## config.mk

```make
export PLATFORM = sky130hd
export DESIGN_NAME = sync_framed_sample_deframer_core
export DESIGN_NICKNAME = d
export VERILOG_FILES = /design/src/sv/sfd_pkg.sv /design/src/sv/sfd_front.sv /design/src/sv/sfd_queue.sv /design/src/sv/sync_framed_sample_deframer_core.sv
export SDC_FILE = /design/constraint.sdc
export NUM_CORES = 1
export LEC_CHECK = 0
export BUFFER_PORTS_ARGS = -buffer_cell sky130_fd_sc_hd__buf_2
export CAP_MARGIN = 5
export CORE_UTILIZATION = 54
export DETAILED_ROUTE_END_ITERATION = 16
export PLACE_DENSITY_LB_ADDON = 0.25
export SLEW_MARGIN = 20
export SYNTH_ARGS = -nofsm -noshare
export SYNTH_HDL_FRONTEND = slang
export SYNTH_SLANG_ARGS = --single-unit
```

## constraint.sdc

```tcl
create_clock -name i_clk -period 2.2 [get_ports i_clk]
set_input_delay 0.22 -clock i_clk [delete_from_list [all_inputs] [get_ports i_clk]]
set_output_delay 0.22 -clock i_clk [all_outputs]
set_load 0.03 [all_outputs]
```

## src/sv/sfd_pkg.sv

```systemverilog
// ----------------------------------------------------------------------------
// Deframer package
// Shared types and constants for the sync-framed sample deframer.
// ----------------------------------------------------------------------------
package sfd_pkg;

    localparam int unsigned SAMPLES_DEFAULT = 150;
    localparam int unsigned QUEUE_DEPTH     = 4;

    localparam logic [7:0] SYNC0 = 8'hDE;
    localparam logic [7:0] SYNC1 = 8'hAD;
    localparam logic [7:0] SYNC2 = 8'hBE;
    localparam logic [7:0] SYNC3 = 8'hEF;

    localparam logic [1:0] KIND_SAMPLE   = 2'd0;
    localparam logic [1:0] KIND_FRAME_OK = 2'd1;
    localparam logic [1:0] KIND_FRAME_BAD = 2'd2;

    typedef struct packed {
        logic [1:0]  kind;
        logic [7:0]  sample_index;
        logic [15:0] sample_value;
        logic        last;
    } t_result;

endpackage

```

## src/sv/sfd_front.sv

```systemverilog
// ----------------------------------------------------------------------------
// Deframer front end
// Hunts for the sync word, assembles payload samples, checks the frame sum.
// ----------------------------------------------------------------------------
module sfd_front #(
    parameter int unsigned SAMPLES = sfd_pkg::SAMPLES_DEFAULT
) (
    input  logic             i_clk,
    input  logic             i_rst_n,
    input  logic             i_accept,
    input  logic [7:0]       i_data_byte,
    output logic             o_res_valid,
    output sfd_pkg::t_result o_res
);
    import sfd_pkg::*;

    localparam int unsigned CntW = $clog2(2 * SAMPLES + 1);
    localparam logic [CntW-1:0] CntLast = CntW'(2 * SAMPLES - 1);

    typedef enum logic [2:0] {
        S_IDLE,
        S_GOT_DE,
        S_GOT_AD,
        S_GOT_BE,
        S_PAYLOAD,
        S_CHECK
    } t_state;

    t_state          r_state, n_state;
    logic [CntW-1:0] r_cnt, n_cnt;
    logic [7:0]      r_low, n_low;
    logic [7:0]      r_sum, n_sum;
    logic [CntW+7:0] cnt_ext;

    assign cnt_ext = {8'd0, r_cnt};

    always_comb begin
        n_state     = r_state;
        n_cnt       = r_cnt;
        n_low       = r_low;
        n_sum       = r_sum;
        o_res_valid = 1'b0;
        o_res       = '0;
        if (i_accept) begin
            unique case (r_state)
                S_PAYLOAD: begin
                    n_sum = r_sum + i_data_byte;
                    n_cnt = r_cnt + 1'b1;
                    if (!r_cnt[0]) begin
                        n_low = i_data_byte;
                    end else begin
                        o_res_valid        = 1'b1;
                        o_res.kind         = KIND_SAMPLE;
                        o_res.sample_index = cnt_ext[8:1];
                        o_res.sample_value = {i_data_byte, r_low};
                        if (r_cnt == CntLast) begin
                            n_state = S_CHECK;
                        end
                    end
                end
                S_CHECK: begin
                    o_res_valid = 1'b1;
                    o_res.kind  = (i_data_byte == r_sum) ? KIND_FRAME_OK : KIND_FRAME_BAD;
                    o_res.last  = 1'b1;
                    n_state     = S_IDLE;
                end
                S_GOT_BE: begin
                    if (i_data_byte == SYNC3) begin
                        n_state = S_PAYLOAD;
                        n_cnt   = '0;
                        n_sum   = '0;
                    end else if (i_data_byte == SYNC0) begin
                        n_state = S_GOT_DE;
                    end else begin
                        n_state = S_IDLE;
                    end
                end
                S_GOT_AD: begin
                    if (i_data_byte == SYNC2) begin
                        n_state = S_GOT_BE;
                    end else if (i_data_byte == SYNC0) begin
                        n_state = S_GOT_DE;
                    end else begin
                        n_state = S_IDLE;
                    end
                end
                S_GOT_DE: begin
                    if (i_data_byte == SYNC1) begin
                        n_state = S_GOT_AD;
                    end else if (i_data_byte == SYNC0) begin
                        n_state = S_GOT_DE;
                    end else begin
                        n_state = S_IDLE;
                    end
                end
                default: begin
                    n_state = (i_data_byte == SYNC0) ? S_GOT_DE : S_IDLE;
                end
            endcase
        end
    end

    always_ff @(posedge i_clk) begin
        if (!i_rst_n) begin
            r_state <= S_IDLE;
            r_cnt   <= '0;
            r_sum   <= '0;
        end else begin
            r_state <= n_state;
            r_cnt   <= n_cnt;
            r_sum   <= n_sum;
        end
        r_low <= n_low;
    end

endmodule

```

## src/sv/sfd_queue.sv

```systemverilog
// ----------------------------------------------------------------------------
// Deframer result queue
// Small first-in first-out buffer that holds results until they are popped.
// ----------------------------------------------------------------------------
module sfd_queue (
    input  logic             i_clk,
    input  logic             i_rst_n,
    input  logic             i_wr,
    input  sfd_pkg::t_result i_wr_data,
    input  logic             i_pop,
    output logic             o_full,
    output logic             o_empty,
    output sfd_pkg::t_result o_rd_data
);
    import sfd_pkg::*;

    localparam int unsigned PtrW = $clog2(QUEUE_DEPTH);
    localparam int unsigned CntW = $clog2(QUEUE_DEPTH + 1);

    t_result         r_mem [QUEUE_DEPTH];
    logic [PtrW-1:0] r_wr_ptr;
    logic [PtrW-1:0] r_rd_ptr;
    logic [CntW-1:0] r_count;
    logic            rd;

    assign o_full    = (r_count == CntW'(QUEUE_DEPTH));
    assign o_empty   = (r_count == '0);
    assign o_rd_data = r_mem[r_rd_ptr];
    assign rd        = i_pop && !o_empty;

    always_ff @(posedge i_clk) begin
        if (!i_rst_n) begin
            r_wr_ptr <= '0;
            r_rd_ptr <= '0;
            r_count  <= '0;
        end else begin
            if (i_wr) begin
                r_wr_ptr <= r_wr_ptr + 1'b1;
            end
            if (rd) begin
                r_rd_ptr <= r_rd_ptr + 1'b1;
            end
            if (i_wr && !rd) begin
                r_count <= r_count + 1'b1;
            end else if (rd && !i_wr) begin
                r_count <= r_count - 1'b1;
            end
        end
        if (i_wr) begin
            r_mem[r_wr_ptr] <= i_wr_data;
        end
    end

endmodule

```

## src/sv/sync_framed_sample_deframer_core.sv

```systemverilog
// ----------------------------------------------------------------------------
// Sync-framed sample deframer
// Parses DE AD BE EF framed byte streams into samples and frame-end reports.
// ----------------------------------------------------------------------------
// A result is registered in the result queue and reaches the output ports once it is at the head of the queue.
// Throughput: one byte beat per cycle while the four-entry result queue has room.
// The queue between the parser and the output sets the stall behaviour.
// Reset is synchronous and active low; it clears the hunt state and the queue.
module sync_framed_sample_deframer_core #(
    parameter int unsigned SAMPLES = sfd_pkg::SAMPLES_DEFAULT
) (
    input  logic        i_clk,
    input  logic        i_rst_n,
    input  logic        push,
    output logic        full,
    input  logic [7:0]  i_data_byte,
    output logic        empty,
    input  logic        pop,
    output logic [1:0]  o_kind,
    output logic [7:0]  o_sample_index,
    output logic [15:0] o_sample_value,
    output logic        o_last
);
    import sfd_pkg::*;

    logic    accept;
    logic    res_valid;
    t_result res;
    t_result head;

    assign accept = push && !full;

    sfd_front #(
        .SAMPLES (SAMPLES)
    ) u_front (
        .i_clk       (i_clk),
        .i_rst_n     (i_rst_n),
        .i_accept    (accept),
        .i_data_byte (i_data_byte),
        .o_res_valid (res_valid),
        .o_res       (res)
    );

    sfd_queue u_queue (
        .i_clk     (i_clk),
        .i_rst_n   (i_rst_n),
        .i_wr      (res_valid),
        .i_wr_data (res),
        .i_pop     (pop),
        .o_full    (full),
        .o_empty   (empty),
        .o_rd_data (head)
    );

    assign o_kind         = head.kind;
    assign o_sample_index = head.sample_index;
    assign o_sample_value = head.sample_value;
    assign o_last         = head.last;

endmodule

```

==> impl_metrics.toml, run 1 <==
[status]
status = "complete, but fails checks"
violations = "setup timing"

[job]
max_cap_violations = 0

[grt]
antenna_found_initial = 0
grt_pass1_wl_um = 17670
grt_usage = 0.2097
grt_start_max_net_pins = 29
overflow = 0
grt_pass1_vias = 3429

[sta]
rsz0062_at_grt = "true"
max_freq_mhz = 453.2
final_max_slew_viol_count = 0
worstMarginPinSlew_ns = 0.6476
tns_ns = -0.006315
max_slew_margin = 0.5654
setup_viol = 1
period_share = 1.003
clock_skew_ns = 0.007867
finalCriticalPeriod_ns = 2.206
timing.hold.ws_ns = 0.06551
setup_ws_ns = -0.006315
hold_viol_final = 0

[power_and_ir_drop]
peakVddDrop_uv = 712.7
leakagePower_nw = 2.256
cellPowerDensity_mw_per_mm2 = 887.3

[synth]
syn_area_mm2 = 0.006091
yosys-mux-area-fraction = 0.1066
synth-simple-area-share = 0.09655
syn-num-nets = 413
synth.area.top_cells = "edfxtp_1 (57%), mux4_2 (10%), dfxtp_1 (9.5%), ha_1 (2.7%), and3_1 (2.5%)"
synth_flop_cell = "edfxtp_1"
synthCells = 386
yosysWarnings = 0
synth.distinct_cells = 55
synth_top_area_share = 0.5719
ys_seq_area_frac = 0.6672
synth-xor-area-share = 0.02157
ys_ff_latch = 145
synth.avg_cell_area_um2 = 15.78
yosys.area.top_type = "edfxtp_1"
synth-async-reset-ratio = 0
synth_top_family_by_area = "multiplexers"
synth_fa_ha_area_frac = 0.03328
synth_edf_count = 116
synth-compound-area-share = 0.05403

[clock_network]
clockBufferDepth = 2
clock_sinks = 145
cts_buffers = 17
clkTransAtPathRegs_ns = 0.06
htree_levels = 4
clk_latency_ns = 0.41
cts_root_buf = "clkbuf_16"
hold_buffers = 0
cts_tree = "built"

[floorplan]
die_h_um = 108.2
rows = 38
core_area_mm2 = 0.01094
dieWidth_um = 108.2
initial_core_util = 0.5570
dieArea_mm2 = 0.01171
io_pins = 41

[setup_path]
path_cells = "or3b_4, and2_4, o2111a_2, ha_4, inv_2, fa_2, xor2_2, or3_1, a21oi_2"
end_kind = "register"
startpoint = "u_queue.r_count[2]"
max_stage_delay_ns = 0.37
crit_path_start_kind = "register"
r2r_end = "u_queue.r_count[2]"
cp.buffers_inverters = 1
crit_type = "register to register"
cp_max_fo = 3
rr_worst_depth = 9
cp.depth = 9
critical_path_required_ns = 2.52
cp.arrival_ns = 2.52
cp_slowest_cell = "or3_1"
worstSetupEndpoint = "u_queue.r_count[2]"
r2r_slack_ns = -0.006
r2r-start = "u_queue.r_count[2]"
crit_family = "simple AND/OR/NAND/NOR gates"

[detailed_routing]
via_per_inst = 5.789
firstDrtPassIters = 5
drt_iter0_drc = 252
vias = 3485
routed_wl_um = 11140
wire_per_inst_um = 18.50
ant_nets = 0
drc = 0

[placement]
post-dp-hpwl_um = 6839
placed_area_mm2 = 0.006619
routabilityCongestion = 0.8007
portBuffers = 40
dp_cells = 567
preCtsSetupSlack_ns = -0.04879

[layout]
layoutNonFillerInstCount = 602
drive_gt1_frac = 0.2987
stdcell_area_mm2 = 0.007264
final_nets = 476
layout_common_cells = "edfxtp_1 (116), buf_2 (40), mux4_2 (27), dfxtp_1 (25), and3_1 (24)"
final_common_cell = "edfxtp_1"
diodes = 0
area_growth_pct = 19.27

[hold_path]
holdCritStartpoint = "i_data_byte[3]"
hold_class = "primary input to register"
## through the flow
step / power [W] / utilization
after floorplan: 0.003433 / -
after global placement: 0.003607 / 0.6053
after detailed placement: 0.003623 / 0.6053
after CTS: 0.006465 / 0.6611
after global routing: 0.006649 / 0.6643
final: 0.006446 / 0.6643
## area by class of cell
class	count	area (um^2)
fill	761	3671
tap	140	175.2
timing repair buffer	63	447.9
inverter	9	33.78
multi-input combinational	213	1947
sequential	145	4069
clock inverter	11	141.4
clock buffer	21	450.4
## worst min path at each step
stage | end | cells past startpoint
after CTS | u_front.r_low[3] | 1
after floorplan | u_front.r_low[0] | 0
final | u_front.r_low[3] | 1
after global placement | u_front.r_low[3] | 1
after detailed placement | u_front.r_low[3] | 1
after global routing | u_front.r_low[3] | 1
## state kept, by name, summed over array words and instances (netlist names), named ones only
name              count
u_front.r_state       3
u_queue.r_mem       108
u_front.r_cnt         9
u_front.r_sum         8
u_queue.r_wr_ptr      2
u_queue.r_rd_ptr      2
u_front.r_low         8
u_queue.r_count       3
## what timing repair did
action / 4_1_cts / 5_1_grt
endpoints found under the setup margin: 1 / 3
resized for setup: 5 / 3
setup buffers: 0 / 3
pin swaps: 2 / 6
## report_power, final
| group | total [W] | switching [W] | internal [W] |
|---|---|---|---|
| registers | 0.00298 | 0.0000176 | 0.00296 |
| logic | 0.000634 | 0.000343 | 0.000290 |
| clock network | 0.00283 | 0.00103 | 0.00181 |
## metal layers
metal / share of wire / global-route usage / up-vias
li1: - / - / 1644
met1: 0.43 / 0.2685 / 1740
met2: 0.51 / 0.3449 / 93
met3: 0.052 / 0.04400 / 8
met4: 0.0098 / 0.09589 / 0
met5: 0 / 0 / -
## cells by family (layout without fill, tap and decap cells)
| family | after synthesis | count (layout) |
|---|---|---|
| adders and majority gates | 15 | 15 |
| muxes | 31 | 31 |
| xor gates and xnor gates | 15 | 15 |
| and+or+nand+nor | 103 | 103 |
| DFF | 145 | 145 |
| AOI/OAI and AO/OA | 49 | 49 |
| buffers and inverters | 28 | 104 |
## cell usage after synthesis, types with 2 or more instances
cell type,instances
dfxtp_1,29
a211oi_1,3
buf_6,2
or4_1,2
xnor2_1,8
nand4b_1,2
a21o_1,3
nand2_1,8
and2_1,6
nand4_1,3
edfxtp_1,116
fa_1,2
o21ai_0,8
inv_1,8
nor3_1,8
nand2b_1,2
nand3_1,8
o211ai_1,2
a21oi_1,12
a22oi_1,7
mux4_2,27
clkbuf_1,11
xor2_1,7
and3_1,24
or3_1,3
and3b_1,2
nor2_1,23
buf_2,5
ha_1,13
mux2i_1,3
o31ai_1,4
nand3b_1,2
Power figures use the tool's default switching activity.
==> run 2, diff against run 1 <==
CORE_UTILIZATION = 56   (was 54)
CTS_BUF_LIST = sky130_fd_sc_hd__clkbuf_4 sky130_fd_sc_hd__clkbuf_8   (was not set)
==> impl_metrics.toml, run 2 (synthesized netlist as in run 1, its figures left out) <==
[status]
status = "completed"

[setup_path]
cp.buffers_inverters = 1
r2r_slack_ns = 0.06
cp_max_fo = 4
end_kind = "register"
r2r-start = "u_queue.r_count[2]"
crit_path_start_kind = "register"
cp_slowest_cell = "fa_2"
critical_path_required_ns = 2.54
crit_family = "simple AND/OR/NAND/NOR gates"
rr_worst_depth = 9
crit_type = "register to register"
max_stage_delay_ns = 0.33
cp.arrival_ns = 2.48
r2r_end = "u_queue.r_count[2]"
path_cells = "or3b_4, and2_4, o2111a_2, ha_4, inv_1, fa_2, xor2_1, or3_1, a21oi_1"

[floorplan]
dieWidth_um = 106.3
io_pins = 41
rows = 37
dieArea_mm2 = 0.01130
die_h_um = 106.3
core_area_mm2 = 0.01042
initial_core_util = 0.5847

[hold_path]
holdPathEnd = "u_front.r_low[0]"
worstHoldPathCells = 1
holdCritStartpoint = "i_data_byte[0]"
hold_class = "primary input to register"

[clock_network]
cts_buffers = 17
cts_root_buf = "clkbuf_8"
cts_tree = "built"
clk_latency_ns = 0.43
clock_sinks = 145
clockBufferDepth = 2
clkTransAtPathRegs_ns = 0.08
cts_setup_buffers = 0
htree_levels = 4

[grt]
use_met2 = 0.3544
busiest_layer = "met2"
grt_util_met1 = 0.2842
use_met3 = 0.04660
grt_pass1_vias = 3586
grt_pass1_wl_um = 18040
grt_start_max_net_pins = 29
grt_usage = 0.2166
antenna_found_initial = 0
overflow = 0

[placement]
routabilityCongestion = 0.8814
placed_area_mm2 = 0.006606
post-dp-hpwl_um = 6967
portBuffers = 40

[power_and_ir_drop]
power_w = 0.005823
leakagePower_nw = 2.152
peakVddDrop_uv = 545.0
cellPowerDensity_mw_per_mm2 = 823.8

[layout]
final_nets = 472
final_common_cell = "edfxtp_1"
drive_gt1_frac = 0.2904
stdcell_area_mm2 = 0.007068
reg_top3 = "u_queue.r_mem (108), u_front.r_cnt (9)"
largest-register = "u_queue.r_mem"
utilization = 0.6786
layout_common_cells = "edfxtp_1 (116), buf_2 (40), mux4_2 (27), dfxtp_1 (25), and3_1 (24)"
largest_reg_flops = 108
area_growth_pct = 16.04
diodes = 0

[sta]
period_share = 0.9728
rsz0062_at_grt = "true"
max_freq_mhz = 467.3
worstMarginPinSlew_ns = 0.5459
clock_skew_ns = 0.008892
setup_viol = 0
hold_viol_final = 0
final_max_slew_viol_count = 0
finalCriticalPeriod_ns = 2.140
max_slew_margin = 0.6267

[detailed_routing]
wire_per_inst_um = 18.53
routed_wl_um = 11010
ant_nets = 0
drc = 0
via_per_inst = 5.953
drt_iter0_drc = 239
firstDrtPassIters = 5
vias = 3536

[job]
max_cap_violations = 0
==> run 2: cell types whose count changed in the layout (fill, tap and decap cells not counted), sizes merged <==
cell / before / now
buf: 63 / 59
clkbuf: 21 / 19
bufinv: 3 / 4
clkinvlp: 0 / 3
inv: 8 / 9
clkinv: 9 / 6
==> run 2: where the power goes <==
| part | leakage (nW) | internal (W) | switching, W |
|---|---|---|---|
| clock | 0.211 | 0.00126 | 0.000972 |
| sequential | 1.05 | 0.00296 | 0.0000165 |
| combinational | 0.890 | 0.000278 | 0.000338 |
| total | 2.15 | 0.00450 | 0.00133 |
==> run 2: layer usage <==
layer  vias to the layer above  wire, um
met1                      1760      4569
li1                       1641         -
met4                         0        97
met3                        10       785
met2                       125      5556
met5                         -         0
==> run 2: final cells by class <==
class	instances	area, um^2
Inverter	9	33.78
Clock inverter	13	186.4
Sequential cell	145	4069
Fill cell	699	3348
Multi-Input combinational cell	213	1942
Tap cell	136	170.2
Clock buffer	19	249.0
Timing Repair Buffer	59	417.9
==> run 2: worst max-delay path by stage <==
stage	depth (start not counted)	start	end	slack, ns
2_1_floorplan	9	u_queue.r_count[1]	u_queue.r_count[2]	0.004
3_3_place_gp	9	u_queue.r_count[1]	u_queue.r_count[2]	0.07
3_5_place_dp	9	u_queue.r_count[1]	u_queue.r_count[2]	0.003
4_1_cts	9	u_queue.r_count[1]	u_queue.r_count[2]	0.02
5_1_grt	9	u_queue.r_count[2]	u_queue.r_count[2]	-0.01
6_report	9	u_queue.r_count[2]	u_queue.r_count[2]	0.06
==> run 2: through the flow <==
step	hold slack [ns]	setup WS, ns	cells	TNS, ns
3_5_place_dp	0.4717	0.002527	562	0
5_1_grt	0.02470	-0.01389	594	-0.01389
4_1_cts	0.01802	0.02137	594	0
6_report	0.04265	0.05992	594	0
3_3_place_gp	0.4688	0.07111	562	0
2_1_floorplan	0.3189	0.003841	386	0
==> run 2: what timing repair did <==
action / in CTS / in global routing
pin swaps: 1 / 3
resized for setup: 2 / 4
cloned: 0 / 0
endpoints found under the setup margin: 1 / 3
hold buffers: 0 / 0
==> run 3, diff against run 2 <==
ABC_AREA = 1   (was not set)
CORE_UTILIZATION = 57   (was 56)
==> impl_metrics.toml, run 3 <==
[status]
status = "complete, but fails checks"
violations = "DRC"

[detailed_routing]
drc = 1
wire_per_inst_um = 15.55
routed_wl_um = 12690
drt_iter0_drc = 352
vias = 4559
firstDrtPassIters = 11
ant_nets = 0
via_per_inst = 5.587

[grt]
grt_start_max_net_pins = 55
grt_pass1_vias = 4317
grt_usage = 0.2405
antenna_found_initial = 0
grt_pass1_wl_um = 20760
overflow = 0

[floorplan]
io_pins = 41
core_area_mm2 = 0.01084
dieWidth_um = 107.5
die_h_um = 107.5
dieArea_mm2 = 0.01156
initial_core_util = 0.5855
rows = 38

[synth]
yosysWarnings = 0
synthCells = 609
synth.avg_cell_area_um2 = 10.42
syn_area_mm2 = 0.006347
synth_edf_count = 116
synth_common_cells = "edfxtp_1 (116), nor2_1 (101), nand2_1 (97)"
yosys.area.top_type = "edfxtp_1"
synth.distinct_cells = 36
ys_ff_latch = 145
syn-num-nets = 636
synth_most_common_cell = "edfxtp_1"
synth.area.top_cells = "edfxtp_1 (55%), dfxtp_1 (9.1%), nor2_1 (6.0%), nand2_1 (5.7%), o21ai_0 (4.8%)"
synth_top_area_share = 0.5488
synth-async-reset-ratio = 0
synth_flop_cell = "edfxtp_1"
ys_seq_area_frac = 0.6403

[clock_network]
htree_levels = 4
cts_buffers = 17
hold_buffers = 0
clk_latency_ns = 0.43
clockBufferDepth = 2
clkTransAtPathRegs_ns = 0.07
cts_tree = "built"
clock_sinks = 145
cts_root_buf = "clkbuf_8"

[power_and_ir_drop]
switching_power_w = 0.002636
cellPowerDensity_mw_per_mm2 = 1025
p_int_w = 0.004787
leakagePower_nw = 2.850
peakVddDrop_uv = 494.2
clockPowerShare = 0.273
power_frac_seq = 0.422
p_comb_frac = 0.305
p_sw_frac = 0.3551

[setup_path]
crit_type = "register to output pin"
crit_path_start_kind = "register"
end_kind = "output pin"
cp.arrival_ns = 1.87
crit_family = "buffers and inverters"
cp.buffers_inverters = 2
cp_max_fo = 20
path_cells = "buf_4, o21ai_0, o22ai_1, buf_2"
critical_path_required_ns = 1.98
max_stage_delay_ns = 0.52
cp_slowest_cell = "dfxtp_1"

[layout]
largest-register = "u_queue.r_mem"
stdcell_area_mm2 = 0.007239
diodes = 0
drive_gt1_frac = 0.1686
area_growth_pct = 14.05
layout_common_cells = "edfxtp_1 (116), nand2_1 (97), nor2_1 (97), o21ai_0 (61), buf_2 (40)"
largest_reg_flops = 108
reg_top3 = "u_queue.r_mem (108), u_front.r_cnt (9)"
final_common_cell = "edfxtp_1"
final_nets = 690
utilization = 0.6678

[sta]
timing.hold.ws_ns = 0.04756
final_max_slew_viol_count = 0
max_freq_mhz = 478.9
worstMarginPinSlew_ns = 0.5926
clock_skew_ns = 0.005845
period_share = 0.9492
max_slew_margin = 0.6019
hold_viol_final = 0
setup_viol = 0
finalCriticalPeriod_ns = 2.088

[placement]
post-dp-hpwl_um = 8152
routabilityCongestion = 0.8566
placed_area_mm2 = 0.006825
portBuffers = 40

[job]
max_cap_violations = 0

[hold_path]
hold_class = "primary input to register"
## run 3: cell count changes after synthesis, sizes merged, moves of 11 or more
cell,change
a21oi,+22
and3,-24
inv,+35
mux4,-27
nand2,+92
nand3,+11
nor2,+81
o21ai,+56
o22ai,+27
## run 3: layout make-up
class	instances	area (um^2)
tap	140	175.2
clock buffer	20	256.5
timing repair buffer	58	410.4
clock inverter	12	133.9
sequential	145	4065
multi-input combinational	396	2027
inverter	45	171.4
fill	828	3601
## run 3: worst paths after layout
check / cells after the start / startpoint / end / slack (ns)
min reg2reg: 2 / u_queue.r_rd_ptr[1] / u_queue.r_rd_ptr[1] / 0.47
min: 1 / i_data_byte[2] / u_front.r_low[2] / 0.05
max reg2reg: 13 / u_front.r_state[0] / u_queue.r_count[2] / 0.16
max: 4 / register / o_sample_value[13] / 0.11
## run 3: cells by family (layout without fill, tap and decap cells)
family	count (synthesis)	after routing	share of synthesized area
buf+inv	68	135	0.04278
xor+xnor	6	6	0.008279
simple gates	246	246	0.1656
fa+ha+maj	15	15	0.03193
flops	145	145	0.6403
compound gates	129	129	0.1112
## run 3: per-layer routing
metal / track usage / wire, um
met3: 0.03935 / 714
met5: 0 / 0
met2: 0.4029 / 6209
met4: 0.08611 / 193
met1: 0.3170 / 5568
## run 3: timing repair
item | CTS | global route
gates resized for setup | 0 | 3
setup endpoints to repair | 0 | 1
buffers inserted | 0 | 3
## run 3: metrics by stage
step | instances | setup TNS [ns] | total power (W) | worst slack [ns]
floorplan | 609 | -40.24 | 0.004810 | -0.3726
global placement | 781 | 0 | 0.005387 | 0.1675
detailed placement | 781 | 0 | 0.005443 | 0.1178
CTS | 813 | 0 | 0.007442 | 0.07412
global route | 816 | -0.002976 | 0.007789 | -0.002976
finish | 816 | 0 | 0.007423 | 0.1118
## run 3: power groups by stage
stage	combinational [W]	sequential, W	clock, W
floorplan	0.00165	0.00316	0
global placement	0.00221	0.00318	0
detailed placement	0.00225	0.00319	0
CTS	0.00226	0.00313	0.00206
global route	0.00249	0.00315	0.00216
finish	0.00227	0.00313	0.00203
